$ cat src/irt_pkg.sv
// ----------------------------------------------------------------------------
// irt_pkg
// Shared types, codes, defaults and the arctangent table of the IMU block.
// ----------------------------------------------------------------------------
`default_nettype none

package irt_pkg;

  localparam int CORDIC_STEPS_DEF = 16;
  localparam int ANGLE_FRAC_DEF   = 8;
  localparam int TAB_LEN          = 24;
  localparam int TAB_IW           = 5;

  localparam logic [1:0] ACT_GYRO  = 2'd0;
  localparam logic [1:0] ACT_ACCEL = 2'd1;
  localparam logic [1:0] ACT_GCAL  = 2'd2;
  localparam logic [1:0] ACT_ACAL  = 2'd3;

  localparam logic [2:0] REG_GYRO_CAL  = 3'd0;
  localparam logic [2:0] REG_ACC_CAL   = 3'd1;
  localparam logic [2:0] REG_STEP_TIME = 3'd2;
  localparam logic [2:0] REG_INV_ROLL  = 3'd3;
  localparam logic [2:0] REG_INV_PITCH = 3'd4;
  localparam logic [2:0] REG_INV_YAW   = 3'd5;

  localparam logic [15:0] GYRO_CAL_DEF  = 16'd256;
  localparam logic [15:0] ACC_CAL_DEF   = 16'd256;
  localparam logic [15:0] STEP_TIME_DEF = 16'd66;
  localparam logic [15:0] INV_ROLL_DEF  = 16'd986;
  localparam logic [15:0] INV_PITCH_DEF = 16'd986;
  localparam logic [15:0] INV_YAW_DEF   = 16'd1001;

  typedef struct packed {
    logic start;
    logic ack;
  } lane_ctl_t;

  typedef enum logic [2:0] {
    AX_IDLE, AX_RATE, AX_MUL2, AX_INT, AX_DIV, AX_DONE
  } ax_state_t;

  typedef enum logic [2:0] {
    TL_IDLE, TL_SQ, TL_SUM, TL_ROOT, TL_ROT, TL_FIN, TL_DONE
  } tl_state_t;

  typedef enum logic {
    TOP_IDLE, TOP_RUN
  } top_state_t;

  // atan(2^-i) in 1/65536 degree
  function automatic logic [21:0] atan_entry(input logic [TAB_IW-1:0] i);
    logic [21:0] v;
    case (i)
      5'd0:  v = 22'd2949120;
      5'd1:  v = 22'd1740967;
      5'd2:  v = 22'd919879;
      5'd3:  v = 22'd466945;
      5'd4:  v = 22'd234379;
      5'd5:  v = 22'd117304;
      5'd6:  v = 22'd58666;
      5'd7:  v = 22'd29335;
      5'd8:  v = 22'd14668;
      5'd9:  v = 22'd7334;
      5'd10: v = 22'd3667;
      5'd11: v = 22'd1833;
      5'd12: v = 22'd917;
      5'd13: v = 22'd458;
      5'd14: v = 22'd229;
      5'd15: v = 22'd115;
      5'd16: v = 22'd57;
      5'd17: v = 22'd29;
      5'd18: v = 22'd14;
      5'd19: v = 22'd7;
      5'd20: v = 22'd4;
      5'd21: v = 22'd2;
      5'd22: v = 22'd1;
      default: v = 22'd0;
    endcase
    return v;
  endfunction

endpackage

`default_nettype wire

$ cat src/irt_tilt_lane.sv
// ----------------------------------------------------------------------------
// irt_tilt_lane
// One tilt angle: integer square root of a sum of squares, then a CORDIC atan.
// ----------------------------------------------------------------------------
`default_nettype none

module irt_tilt_lane #(
  parameter int CORDIC_STEPS = irt_pkg::CORDIC_STEPS_DEF,
  parameter int FRAC         = irt_pkg::ANGLE_FRAC_DEF
) (
  input  wire                  clk,
  input  wire                  rst_n,
  input  irt_pkg::lane_ctl_t   ctl,
  input  wire                  en,
  input  wire  signed [16:0]   num,
  input  wire  signed [16:0]   a,
  input  wire  signed [16:0]   b,
  output logic                 done,
  output logic signed [15:0]   tilt
);
  import irt_pkg::*;

  localparam int SH      = 16 - FRAC;
  localparam int LIM_RAW = 90 << FRAC;
  localparam int LIM     = (LIM_RAW > 32767) ? 32767 : LIM_RAW;
  localparam logic signed [25:0] LIM_P = 26'(LIM);
  localparam logic signed [25:0] LIM_N = -26'(LIM);
  localparam logic signed [25:0] HALF  = 26'sd1 <<< (SH - 1);
  localparam logic [TAB_IW-1:0] STEP_LAST = TAB_IW'(CORDIC_STEPS - 1);
  localparam logic [33:0] BIT_TOP = 34'd1 << 32;

  tl_state_t state_r, state_nxt;
  logic signed [15:0] tilt_r, tilt_nxt;
  logic signed [16:0] num_r, num_nxt, a_r, a_nxt, b_r, b_nxt;
  logic [33:0] asq_r, asq_nxt, bsq_r, bsq_nxt;
  logic [33:0] v_r, v_nxt, rt_r, rt_nxt, bit_r, bit_nxt;
  logic signed [29:0] x_r, x_nxt, y_r, y_nxt;
  logic signed [24:0] z_r, z_nxt;
  logic [TAB_IW-1:0] i_r, i_nxt;

  logic [33:0] trial;
  logic signed [29:0] xs, ys;
  logic signed [24:0] ang;
  logic signed [25:0] zr;

  always_ff @(posedge clk) begin
    if (!rst_n) begin
      state_r <= TL_IDLE;
      tilt_r  <= '0;
    end else begin
      state_r <= state_nxt;
      tilt_r  <= tilt_nxt;
    end
  end

  always_ff @(posedge clk) begin
    num_r <= num_nxt;
    a_r   <= a_nxt;
    b_r   <= b_nxt;
    asq_r <= asq_nxt;
    bsq_r <= bsq_nxt;
    v_r   <= v_nxt;
    rt_r  <= rt_nxt;
    bit_r <= bit_nxt;
    x_r   <= x_nxt;
    y_r   <= y_nxt;
    z_r   <= z_nxt;
    i_r   <= i_nxt;
  end

  always_comb begin
    state_nxt = state_r;
    tilt_nxt  = tilt_r;
    num_nxt   = num_r;
    a_nxt     = a_r;
    b_nxt     = b_r;
    asq_nxt   = asq_r;
    bsq_nxt   = bsq_r;
    v_nxt     = v_r;
    rt_nxt    = rt_r;
    bit_nxt   = bit_r;
    x_nxt     = x_r;
    y_nxt     = y_r;
    z_nxt     = z_r;
    i_nxt     = i_r;

    trial = rt_r + bit_r;
    xs    = x_r >>> i_r;
    ys    = y_r >>> i_r;
    ang   = 25'(atan_entry(i_r));
    zr    = (26'(z_r) + HALF) >>> SH;

    case (state_r)
      TL_IDLE: begin
        if (ctl.start) begin
          if (!en) begin
            state_nxt = TL_DONE;
          end else if (num == 17'sd0) begin
            tilt_nxt  = '0;
            state_nxt = TL_DONE;
          end else begin
            num_nxt   = num;
            a_nxt     = a;
            b_nxt     = b;
            state_nxt = TL_SQ;
          end
        end
      end
      TL_SQ: begin
        asq_nxt   = 34'(a_r * a_r);
        bsq_nxt   = 34'(b_r * b_r);
        state_nxt = TL_SUM;
      end
      TL_SUM: begin
        v_nxt     = asq_r + bsq_r;
        rt_nxt    = '0;
        bit_nxt   = BIT_TOP;
        state_nxt = TL_ROOT;
      end
      TL_ROOT: begin
        if (v_r >= trial) begin
          v_nxt  = v_r - trial;
          rt_nxt = (rt_r >> 1) + bit_r;
        end else begin
          rt_nxt = rt_r >> 1;
        end
        bit_nxt = bit_r >> 2;
        if (bit_r == 34'd1) begin
          x_nxt     = $signed({5'd0, rt_nxt[16:0], 8'd0});
          y_nxt     = $signed({{5{num_r[16]}}, num_r, 8'd0});
          z_nxt     = '0;
          i_nxt     = '0;
          state_nxt = TL_ROT;
        end
      end
      TL_ROT: begin
        // rotate towards y = 0, accumulating the angle turned
        if (!y_r[29]) begin
          x_nxt = x_r + ys;
          y_nxt = y_r - xs;
          z_nxt = z_r + ang;
        end else begin
          x_nxt = x_r - ys;
          y_nxt = y_r + xs;
          z_nxt = z_r - ang;
        end
        i_nxt = i_r + 1'b1;
        if (i_r == STEP_LAST) state_nxt = TL_FIN;
      end
      TL_FIN: begin
        if (zr > LIM_P) begin
          tilt_nxt = LIM_P[15:0];
        end else if (zr < LIM_N) begin
          tilt_nxt = LIM_N[15:0];
        end else begin
          tilt_nxt = zr[15:0];
        end
        state_nxt = TL_DONE;
      end
      TL_DONE: begin
        if (ctl.ack) state_nxt = TL_IDLE;
      end
      default: state_nxt = TL_IDLE;
    endcase
  end

  assign done = (state_r == TL_DONE);
  assign tilt = tilt_r;

endmodule

`default_nettype wire

$ cat config.mk
export PLATFORM = sky130hd
export DESIGN_NAME = irt_tilt_lane
export DESIGN_NICKNAME = d
export VERILOG_FILES = /design/src/irt_pkg.sv /design/src/irt_tilt_lane.sv
export SDC_FILE = /design/constraint.sdc
export NUM_CORES = 2
export LEC_CHECK = 0
export BUFFER_PORTS_ARGS = -buffer_cell sky130_fd_sc_hd__buf_2
export CORE_ASPECT_RATIO = 1.2
export CORE_MARGIN = 1.5
export CORE_UTILIZATION = 55
export DETAILED_ROUTE_END_ITERATION = 10
export MAX_ROUTING_LAYER = met4
export PLACE_DENSITY = 0.77
export SYNTH_ARGS = -nofsm -noshare
export SYNTH_HDL_FRONTEND = slang
export SYNTH_SLANG_ARGS = --single-unit
$ cat constraint.sdc
create_clock -name clk -period 7.1 [get_ports clk]
set_clock_uncertainty 0.15 [all_clocks]
set_input_delay 1.065 -clock clk [delete_from_list [all_inputs] [get_ports clk]]
set_output_delay 1.065 -clock clk [all_outputs]
set_load 0.02 [all_outputs]
==> flow_summary_export.csv <==
group,metric,value,unit
placement,hpwlAfterDp,91.7,mm
global_routing,grt_pass1_wl,184,mm
hold_path,min_path_type,"flop to flop",
logic_synthesis,ys_ff_latch,333,
worst_setup_path,cp_max_fo,12,
worst_setup_path,crit_chain,"buf_4, and2_1, fa_1, inv_1, fa_1, fa_1, inv_1, fa_1, fa_1, inv_1, fa_1, inv_1, ha_1, nand4_1, nor2_1, a21oi_1, a211o_1, a211oi_1, or4_1, a31oi_1, o21bai_1, a21oi_1, xnor2_1",
cts,htreeDepth,2,
timing,tightest_slew,1.13,ns
finish,fin_util,0.601,
worst_setup_path,worstPathArrival,6.96,ns
flow_run,drv_cap,0,
timing,finalHoldViolations,0,
drt,routed_wl,114,mm
cts,cts_buffer_depth,3,
finish,fill_cells,6910,
cts,clkTransAtPathRegs,0.06,ns
placement,dp_slack,0.143,ns
logic_synthesis,synth_fp_nets,5812,
finish,antenna_cells,0,
die,io_pins,73,
global_routing,grt-ovfl-total,0,
drt,drtPass1Iterations,6,
timing,fin_ws,0.333,ns
finish,fin_area,49400,um^2
status,status,"finished, final reports clean",
worst_setup_path,crit_family,"adder cells",
worst_setup_path,criticalPathCategory,"flop to flop",
timing,relSlewSlack,0.243,
cts,cts_buffers,41,
finish,final_cell_mix,"inv_1 (709), fa_1 (536), nand2_1 (410), ha_1 (378), nor2_1 (361)",
timing,post-route-period-util,0.953,
die,die_h,319,um
global_routing,grt_max_degree,76,
worst_setup_path,critPathSlowestCell,"edfxtp_1",
die,rows,115,
worst_setup_path,cp-start-kind,"flop",
timing,min_period,6.77,ns
cts,clkSinkCount,333,
finish,syn2layout_area_growth,7.81,%
worst_setup_path,cpPeakStageDelay,0.58,ns
cts,root_buffer,"clkbuf_16",
logic_synthesis,async_reset_ff_frac,0,
timing,setup_violations,0,
finish,nets,5907,
drt,vias,35500,
placement,place.gp.congestion,1.03,
timing,slew_viol_final,0,
drt,wl_per_cell,18.8,um
worst_setup_path,crit_top_cell,"fa_1",
logic_synthesis,synthFlopType,"edfxtp_1",
global_routing,antenna_found_initial,1,
timing,fmax,0.148,GHz
die,core_area,82200,um^2
drt,drt_iter0_drc,2099,
cts,cts_tree,"yes",
logic_synthesis,syn_avg_cell_area,9.46,um^2
logic_synthesis,synth_cell_types,100,
logic_synthesis,synth_cells,4842,
worst_setup_path,critPathBufInv,5,
global_routing,grt_usage,0.279,
finish,drive_above_1_share,0.0868,
finish,final_common_cell,"inv_1",
placement,place_area,47800,um^2
cts,insertion_delay,0.62,ns
drt,viasPerCell,5.83,
die,start_util,0.557,
worst_setup_path,cp-end-kind,"flop",
drt,antenna_left,0,
placement,io_buffers,72,
logic_synthesis,yosys_warnings,0,
die,die_area,85000,um^2
logic_synthesis,synth_edf_count,292,
logic_synthesis,yosysSeqAreaShare,0.209,
global_routing,grt_pass1_vias,36700,
die,die_w,266,um
drt,drc,0,
worst_setup_path,worstPathRequired,7.30,ns
logic_synthesis,mappedNetlistArea,45800,um^2
## final cells by class
cell class	instances	area (um^2)	share of cell area
timing repair buffer	208	1470	0.0298
clock inverter	27	218	0.00441
multi-input combinational	3638	32900	0.667
tap	1111	1390	0.0282
inverter	715	2690	0.0544
clock buffer	47	1110	0.0225
sequential	333	9590	0.194
## cell usage after synthesis, types with 18 or more instances
master	instances	area, um^2
a211oi_1	35	263
a21o_1	85	638
a21oi_1	263	1320
a31o_2	18	158
a31oi_1	48	300
and2_1	132	826
and3_1	40	250
clkbuf_1	119	447
dfxtp_1	41	821
edfxtp_1	292	8770
fa_1	536	10700
ha_1	378	4730
inv_1	712	2670
mux2_2	22	248
mux2i_1	45	450
mux4_2	62	1400
nand2_1	411	1540
nand2b_1	50	313
nand3_1	55	275
nand4_1	27	169
nor2_1	362	1360
nor2b_1	58	363
nor3_1	68	340
nor4_1	21	131
o211ai_1	25	188
o21a_1	42	315
o21ai_0	215	1080
o21bai_1	27	203
o22ai_1	19	119
o31ai_1	24	180
or3_1	28	175
xnor2_1	233	2040
xor2_1	125	1090
## cells by family (layout without fill, tap and decap cells)
group / count (synthesis) / after routing / synth area share
muxes: 135 / 135 / 0.0472
DFF: 333 / 333 / 0.209
xor gates and xnor gates: 359 / 359 / 0.0688
AOI/OAI and AO/OA: 914 / 914 / 0.127
adders and majority gates: 914 / 914 / 0.338
buffers and inverters: 871 / 997 / 0.0732
and+or+nand+nor: 1316 / 1316 / 0.137
## registers in the layout, indices dropped and copies added (netlist names)
signal   count
a_r         17
ang         22
asq_r       33
b_r         17
bit_r       17
bsq_r       33
i_r          5
num_r       17
rt_r        34
state_r      3
tilt        16
v_r         34
x_r         30
y_r         30
z_r         25
## worst paths after layout
path | startpoint | to | slack (ns) | cells after the start
setup / recovery | a_r[2] | asq_r[33] | 0.33 | 23
hold / removal | tilt[7] | tilt[7] | 0.30 | 2
setup reg to reg | a_r[2] | asq_r[33] | 0.33 | 23
hold reg to reg | tilt[7] | tilt[7] | 0.30 | 2
## metal layers
layer,global-route usage,vias to the layer above,routed length (um)
met5,-,-,0
met4,0.163,0,7850
met3,0.0293,386,4910
met2,0.497,1036,59600
met1,0.299,17500,41800
li1,-,16600,-
## repair_timing
item,4_1_cts,5_1_grt
hold buffers,0,0
setup endpoints to repair,0,6
setup buffers,0,21
resized for setup,0,5
## tightest hold or removal path, delay by kind of cell (launching register included)
kind / cells / cell delay (ns)
flops: 1 / 0.32
compound gates: 1 / 0.05
simple gates: 1 / 0.04
## stage by stage
stage          hold slack (ns)    TNS, ns  cells
4_1_cts                  0.302          0   6057
3_3_place_gp             0.278          0   5983
5_1_grt                  0.330  -0.000408   6079
3_5_place_dp             0.288          0   5983
6_report                 0.296          0   6079
2_1_floorplan            0.345          0   4842
Power is left out: the tool's default activity adds up to more than one toggle a clock period on the data nets, which glitch-free logic cannot reach.
