<file path="config.mk">
export PLATFORM = sky130hd
export DESIGN_NAME = irt_axis_lane
export DESIGN_NICKNAME = d
export VERILOG_FILES = /design/src/irt_pkg.sv /design/src/irt_axis_lane.sv
export SDC_FILE = /design/constraint.sdc
export NUM_CORES = 2
export LEC_CHECK = 0
export BUFFER_PORTS_ARGS = -buffer_cell sky130_fd_sc_hd__clkbuf_2
export CORE_UTILIZATION = 45
export DETAILED_ROUTE_END_ITERATION = 16
export SLEW_MARGIN = 10
export SYNTH_ARGS = -nofsm -noshare
export SYNTH_HDL_FRONTEND = slang
export SYNTH_SLANG_ARGS = --single-unit
</file>
<file path="constraint.sdc">
create_clock -name clk -period 12.45 [get_ports clk]
set_input_delay 1.245 -clock clk [delete_from_list [all_inputs] [get_ports clk]]
set_output_delay 1.245 -clock clk [all_outputs]
set_load 0.01 [all_outputs]
</file>
<file path="src/irt_pkg.sv">
// ----------------------------------------------------------------------------
// irt_pkg
// Shared types, codes, defaults and the arctangent table of the IMU block.
// ----------------------------------------------------------------------------
`default_nettype none

package irt_pkg;

  localparam int CORDIC_STEPS_DEF = 16;
  localparam int ANGLE_FRAC_DEF   = 8;
  localparam int TAB_LEN          = 24;
  localparam int TAB_IW           = 5;

  localparam logic [1:0] ACT_GYRO  = 2'd0;
  localparam logic [1:0] ACT_ACCEL = 2'd1;
  localparam logic [1:0] ACT_GCAL  = 2'd2;
  localparam logic [1:0] ACT_ACAL  = 2'd3;

  localparam logic [2:0] REG_GYRO_CAL  = 3'd0;
  localparam logic [2:0] REG_ACC_CAL   = 3'd1;
  localparam logic [2:0] REG_STEP_TIME = 3'd2;
  localparam logic [2:0] REG_INV_ROLL  = 3'd3;
  localparam logic [2:0] REG_INV_PITCH = 3'd4;
  localparam logic [2:0] REG_INV_YAW   = 3'd5;

  localparam logic [15:0] GYRO_CAL_DEF  = 16'd256;
  localparam logic [15:0] ACC_CAL_DEF   = 16'd256;
  localparam logic [15:0] STEP_TIME_DEF = 16'd66;
  localparam logic [15:0] INV_ROLL_DEF  = 16'd986;
  localparam logic [15:0] INV_PITCH_DEF = 16'd986;
  localparam logic [15:0] INV_YAW_DEF   = 16'd1001;

  typedef struct packed {
    logic start;
    logic ack;
  } lane_ctl_t;

  typedef enum logic [2:0] {
    AX_IDLE, AX_RATE, AX_MUL2, AX_INT, AX_DIV, AX_DONE
  } ax_state_t;

  typedef enum logic [2:0] {
    TL_IDLE, TL_SQ, TL_SUM, TL_ROOT, TL_ROT, TL_FIN, TL_DONE
  } tl_state_t;

  typedef enum logic {
    TOP_IDLE, TOP_RUN
  } top_state_t;

  // atan(2^-i) in 1/65536 degree
  function automatic logic [21:0] atan_entry(input logic [TAB_IW-1:0] i);
    logic [21:0] v;
    case (i)
      5'd0:  v = 22'd2949120;
      5'd1:  v = 22'd1740967;
      5'd2:  v = 22'd919879;
      5'd3:  v = 22'd466945;
      5'd4:  v = 22'd234379;
      5'd5:  v = 22'd117304;
      5'd6:  v = 22'd58666;
      5'd7:  v = 22'd29335;
      5'd8:  v = 22'd14668;
      5'd9:  v = 22'd7334;
      5'd10: v = 22'd3667;
      5'd11: v = 22'd1833;
      5'd12: v = 22'd917;
      5'd13: v = 22'd458;
      5'd14: v = 22'd229;
      5'd15: v = 22'd115;
      5'd16: v = 22'd57;
      5'd17: v = 22'd29;
      5'd18: v = 22'd14;
      5'd19: v = 22'd7;
      5'd20: v = 22'd4;
      5'd21: v = 22'd2;
      5'd22: v = 22'd1;
      default: v = 22'd0;
    endcase
    return v;
  endfunction

endpackage

`default_nettype wire

</file>
<file path="src/irt_axis_lane.sv">
// ----------------------------------------------------------------------------
// irt_axis_lane
// One axis: gyro rate and angle integration, calibration sum and offset divide.
// ----------------------------------------------------------------------------
`default_nettype none

module irt_axis_lane #(
  parameter int FRAC = irt_pkg::ANGLE_FRAC_DEF
) (
  input  wire                      clk,
  input  wire                      rst_n,
  input  irt_pkg::lane_ctl_t       ctl,
  input  wire  [1:0]               action,
  input  wire  signed [15:0]       raw,
  input  wire  [15:0]              inv_sens,
  input  wire  [15:0]              step_time,
  input  wire  [15:0]              divisor,
  input  wire                      complete,
  output logic                     done,
  output logic signed [24:0]       rate,
  output logic signed [31:0]       angle,
  output logic signed [15:0]       acc_off
);
  import irt_pkg::*;

  localparam int SH = 16 - FRAC;
  localparam logic signed [33:0] HALF1 = 34'sd1 <<< (SH - 1);
  localparam logic signed [41:0] HALF2 = 42'sd32768;
  localparam logic [5:0] DIV_LAST = 6'd32;

  ax_state_t state_r, state_nxt;
  logic signed [15:0] gyro_off_r, gyro_off_nxt;
  logic signed [15:0] acc_off_r, acc_off_nxt;
  logic signed [32:0] sum_r, sum_nxt;
  logic signed [31:0] angle_r, angle_nxt;
  logic signed [24:0] rate_r, rate_nxt;
  logic signed [33:0] prod1_r, prod1_nxt;
  logic signed [41:0] prod2_r, prod2_nxt;
  logic [32:0] quo_r, quo_nxt;
  logic [15:0] rem_r, rem_nxt;
  logic [15:0] div_r, div_nxt;
  logic [5:0]  cnt_r, cnt_nxt;
  logic        neg_r, neg_nxt;
  logic        tgt_gyro_r, tgt_gyro_nxt;

  logic signed [16:0] d;
  logic signed [32:0] sum_add;
  logic signed [33:0] rnd;
  logic signed [41:0] inc_full;
  logic signed [33:0] acc_sum;
  logic [16:0] shifted;
  logic        ge;
  logic [15:0] off_mag;

  always_ff @(posedge clk) begin
    if (!rst_n) begin
      state_r    <= AX_IDLE;
      gyro_off_r <= '0;
      acc_off_r  <= '0;
      sum_r      <= '0;
      angle_r    <= '0;
    end else begin
      state_r    <= state_nxt;
      gyro_off_r <= gyro_off_nxt;
      acc_off_r  <= acc_off_nxt;
      sum_r      <= sum_nxt;
      angle_r    <= angle_nxt;
    end
  end

  always_ff @(posedge clk) begin
    rate_r     <= rate_nxt;
    prod1_r    <= prod1_nxt;
    prod2_r    <= prod2_nxt;
    quo_r      <= quo_nxt;
    rem_r      <= rem_nxt;
    div_r      <= div_nxt;
    cnt_r      <= cnt_nxt;
    neg_r      <= neg_nxt;
    tgt_gyro_r <= tgt_gyro_nxt;
  end

  always_comb begin
    state_nxt    = state_r;
    gyro_off_nxt = gyro_off_r;
    acc_off_nxt  = acc_off_r;
    sum_nxt      = sum_r;
    angle_nxt    = angle_r;
    rate_nxt     = rate_r;
    prod1_nxt    = prod1_r;
    prod2_nxt    = prod2_r;
    quo_nxt      = quo_r;
    rem_nxt      = rem_r;
    div_nxt      = div_r;
    cnt_nxt      = cnt_r;
    neg_nxt      = neg_r;
    tgt_gyro_nxt = tgt_gyro_r;

    d        = 17'(raw) - 17'(gyro_off_r);
    sum_add  = sum_r + 33'(raw);
    rnd      = (prod1_r + HALF1) >>> SH;
    inc_full = (prod2_r + HALF2) >>> 16;
    acc_sum  = 34'(angle_r) + 34'($signed(inc_full[25:0]));
    shifted  = {rem_r, quo_r[32]};
    ge       = shifted >= {1'b0, div_r};
    off_mag  = 16'd0;

    case (state_r)
      AX_IDLE: begin
        if (ctl.start) begin
          case (action)
            ACT_GYRO: begin
              prod1_nxt = 34'(d) * $signed({18'd0, inv_sens});
              state_nxt = AX_RATE;
            end
            ACT_ACCEL: state_nxt = AX_DONE;
            default: begin
              if (complete) begin
                neg_nxt      = sum_add[32];
                quo_nxt      = sum_add[32] ? 33'(-sum_add) : 33'(sum_add);
                rem_nxt      = '0;
                div_nxt      = divisor;
                cnt_nxt      = '0;
                tgt_gyro_nxt = (action == ACT_GCAL);
                sum_nxt      = '0;
                state_nxt    = AX_DIV;
              end else begin
                sum_nxt   = sum_add;
                state_nxt = AX_DONE;
              end
            end
          endcase
        end
      end
      AX_RATE: begin
        if (rnd > 34'sd16777215) begin
          rate_nxt = 25'sh0FFFFFF;
        end else if (rnd < -34'sd16777216) begin
          rate_nxt = 25'sh1000000;
        end else begin
          rate_nxt = rnd[24:0];
        end
        state_nxt = AX_MUL2;
      end
      AX_MUL2: begin
        prod2_nxt = 42'(rate_r) * $signed({26'd0, step_time});
        state_nxt = AX_INT;
      end
      AX_INT: begin
        if (acc_sum > 34'sd2147483647) begin
          angle_nxt = 32'sh7FFFFFFF;
        end else if (acc_sum < -34'sd2147483648) begin
          angle_nxt = 32'sh80000000;
        end else begin
          angle_nxt = acc_sum[31:0];
        end
        state_nxt = AX_DONE;
      end
      AX_DIV: begin
        rem_nxt = ge ? 16'(shifted - {1'b0, div_r}) : shifted[15:0];
        quo_nxt = {quo_r[31:0], ge};
        cnt_nxt = cnt_r + 6'd1;
        if (cnt_r == DIV_LAST) begin
          off_mag = neg_r ? 16'(-quo_nxt[15:0]) : quo_nxt[15:0];
          if (tgt_gyro_r) begin
            gyro_off_nxt = off_mag;
          end else begin
            acc_off_nxt = off_mag;
          end
          state_nxt = AX_DONE;
        end
      end
      AX_DONE: begin
        if (ctl.ack) state_nxt = AX_IDLE;
      end
      default: state_nxt = AX_IDLE;
    endcase
  end

  assign done    = (state_r == AX_DONE);
  assign rate    = rate_r;
  assign angle   = angle_r;
  assign acc_off = acc_off_r;

endmodule

`default_nettype wire

</file>
==> run metrics <==
Worst-Margin Slew 1120 ps; M1 GR Usage 30.1%; synthesis-to-layout area growth 7.27%; Post-synth EDFFs 152; Slew Limit Fails 0; met2 Track Usage GR 40.0%; status complete, no violations; Netlist cell types 85; DR vias/cell 5.23; CTS tree built; critical path's slowest cell xnor2_1; routed vias 29423; GR Util All Layers 23.0%; syn_nets 5422; Clock Pin Slew Worst Setup and Hold Paths 60 ps; CP Launch Type input port; placed instance area 41600 sq um; Final Cell Area 42600 sq um; mapped cell area 39700 sq um; drt drc 0; worst setup path end prod1_r[30]$_DFFE_PP_; register bit count reported by yosys 252; CTS root buffer clkbuf_16; CP max stage delay 610 ps; Placement Setup Slack 1590 ps; Critical Path Start raw[0]; Register Area 6570 sq um; crit path time final 10230 ps; simple-gate share of the synthesized area 15.9%; grt total ovfl 0; dominant synthesized flop cell edfxtp_1; worst min path class reg2reg; reg2reg start gyro_off_r[0]$_SDFFE_PN0P_; die width 299 um; gr busiest metal met2; Detail Route Antenna Nets 0; initial antenna violation count 1; GR Layer Usage met3 2.59%; num ports 145; Layout Cells excl Fill 5629; r2r setup slk 2680 ps; count of final hold-check violations 0; ys async rst share 0%; Fmax 97.8 MHz; commonest non-fill, non-tap cell in the layout inv_1; number of global-route vias before repair 30744; area share of fa/ha/maj cells after synthesis 42.7%; Crit Path Max Fanout 9; total of max-cap violations 0; layout cell share with drive strength beyond 1 6.15%; first-pass GRT wire length 164 mm; number of port buffers 144; setup ws final 2220 ps; Die Area 89400 sq um; largest family of logic cells by synthesized area adder cells; TritonRoute pass-1 iters 5; Clock Latency Late Sink 610 ps; DP HPWL 77.1 mm; Avg WL per Cell 17.9 um; final wirelength 101 mm; period utilization 82.1%; post-synthesis mux area share 0.233%; Critical Path AT 10590 ps; Placed Cells 5570; Row Count 108; setup violators final 0; Cells after Synth 4398; CTS Buf Count 31; post-synthesis area per instance 9.02 sq um; Setup CP Type in2reg; Worst R2R Path Depth 36; Slew HR 24.8%; Seq/Total Area, Yosys 16.5%; final net count 5472; clock buffer depth 3; die height 299 um; fillers 8533; setup TNS 0 ps; Synth Area in XOR/XNOR 5.14%; most frequent cells in the layout 851 x inv_1, 664 x fa_1, 494 x nand2_1; Synth Area in Compound Gates 9.83%; R2R Path End prod1_r[30]$_DFFE_PP_; Resized Gates After CTS 0; Initial DRC Count 1618; synth warn 0; GP Congestion 0.863; Worst EP required 12810 ps; final setup skew 35.1 ps; most frequent CP cell fa_1; postcts setup bufs 0; hold buffers post-CTS 0; Initial Utilization 45.6%; core area 87000 sq um; Sink Count 252; Multi-input gate area 29300 sq um; RSZ-0062 raised after global routing false; Setup crit end kind register; largest net degree at the start of global routing 72; htree depth 1
==> final cells by class <==
cell class | count | area share (%)
repair buffers | 183 | 2.38
clock buffers | 35 | 1.88
inverters | 853 | 7.52
well taps | 1155 | 3.39
multi-input cells | 3127 | 68.9
flip-flops and latches | 252 | 15.4
diodes | 1 | 0.00588
clock inverters | 23 | 0.500
==> stage by stage <==
stage / hold slack, ps / util [%]
global placement: 477 / 47.8
floorplan: 458 / -
global route: 516 / 48.9
CTS: 499 / 48.9
detailed placement: 484 / 47.8
finish: 496 / 48.9
==> synth_stat cells (5+ instances only) <==
library cell  instances  area (sq um)
a211o_1               5          43.8
a211oi_1             32           240
a21boi_0             18           135
a21o_1               46           345
a21oi_1             222          1110
a22oi_1              26           195
a31oi_1              14          87.6
and2_1              277          1730
and3_1               36           225
buf_2                 8          40.0
clkbuf_1            155           582
dfxtp_1             100          2000
edfxtp_1            152          4560
fa_1                664         13300
ha_1                289          3620
inv_1               852          3200
mux2i_1               7          70.1
nand2_1             495          1860
nand2b_1             28           175
nand3_1              64           320
nand4_1              20           125
nor2_1              210           788
nor2b_1              45           282
nor3_1               48           240
nor4_1                5          31.3
o211ai_1              7          52.6
o21a_1               21           158
o21ai_0             164           821
o21ai_1               6          30.0
o21bai_1             15           113
o31ai_1              15           113
or2_2                 6          37.5
or3_1                19           119
or4_1                 7          52.6
xnor2_1             146          1280
xor2_1               87           762
==> routing by layer <==
metal | wire, um | part of all wire, % | up-vias
met2 | 49500 | 49 | 655
li1 | - | - | 13920
met1 | 43300 | 43 | 14690
met3 | 4550 | 4.5 | 158
met4 | 3180 | 3.2 | 0
met5 | 0 | 0 | -
==> worst min-delay path by stage <==
stage	startpoint	endpoint	slack [ps]	cells past startpoint
floorplan	sum_r[11]$_SDFFE_PN0P_	sum_r[11]$_SDFFE_PN0P_	460	2
detailed placement	sum_r[2]$_SDFFE_PN0P_	sum_r[2]$_SDFFE_PN0P_	480	2
CTS	sum_r[2]$_SDFFE_PN0P_	sum_r[2]$_SDFFE_PN0P_	500	2
global route	sum_r[22]$_SDFFE_PN0P_	sum_r[22]$_SDFFE_PN0P_	520	2
global placement	acc_off[14]$_SDFFE_PN0P_	acc_off[14]$_SDFFE_PN0P_	480	2
finish	sum_r[2]$_SDFFE_PN0P_	sum_r[2]$_SDFFE_PN0P_	500	2
==> kinds of logic after synthesis <==
kind of cell / Yosys count
muxes: 9
and+or+nand+nor: 1292
adders and majority gates: 957
xor gates and xnor gates: 233
AOI/OAI and AO/OA: 636
buffers and inverters: 1019
DFF: 252
==> state kept, by name, indices dropped and copies added, names as in the netlist, 25 cells and up <==
register  count
sum_r        33
rate         25
prod1_r      27
prod2_r      27
quo_r        33
angle        32
==> critical path, delay by kind of cell <==
| family | cells | cell delay, ps |
|---|---|---|
| adders and majority gates | 9 | 3850 |
| buffers and inverters | 6 | 360 |
| and+or+nand+nor | 3 | 440 |
| xor gates and xnor gates | 2 | 690 |
| AOI/OAI and AO/OA | 18 | 3990 |
Power is left out: the tool's default activity adds up to more than one toggle a clock period on the data nets, which glitch-free logic cannot reach.
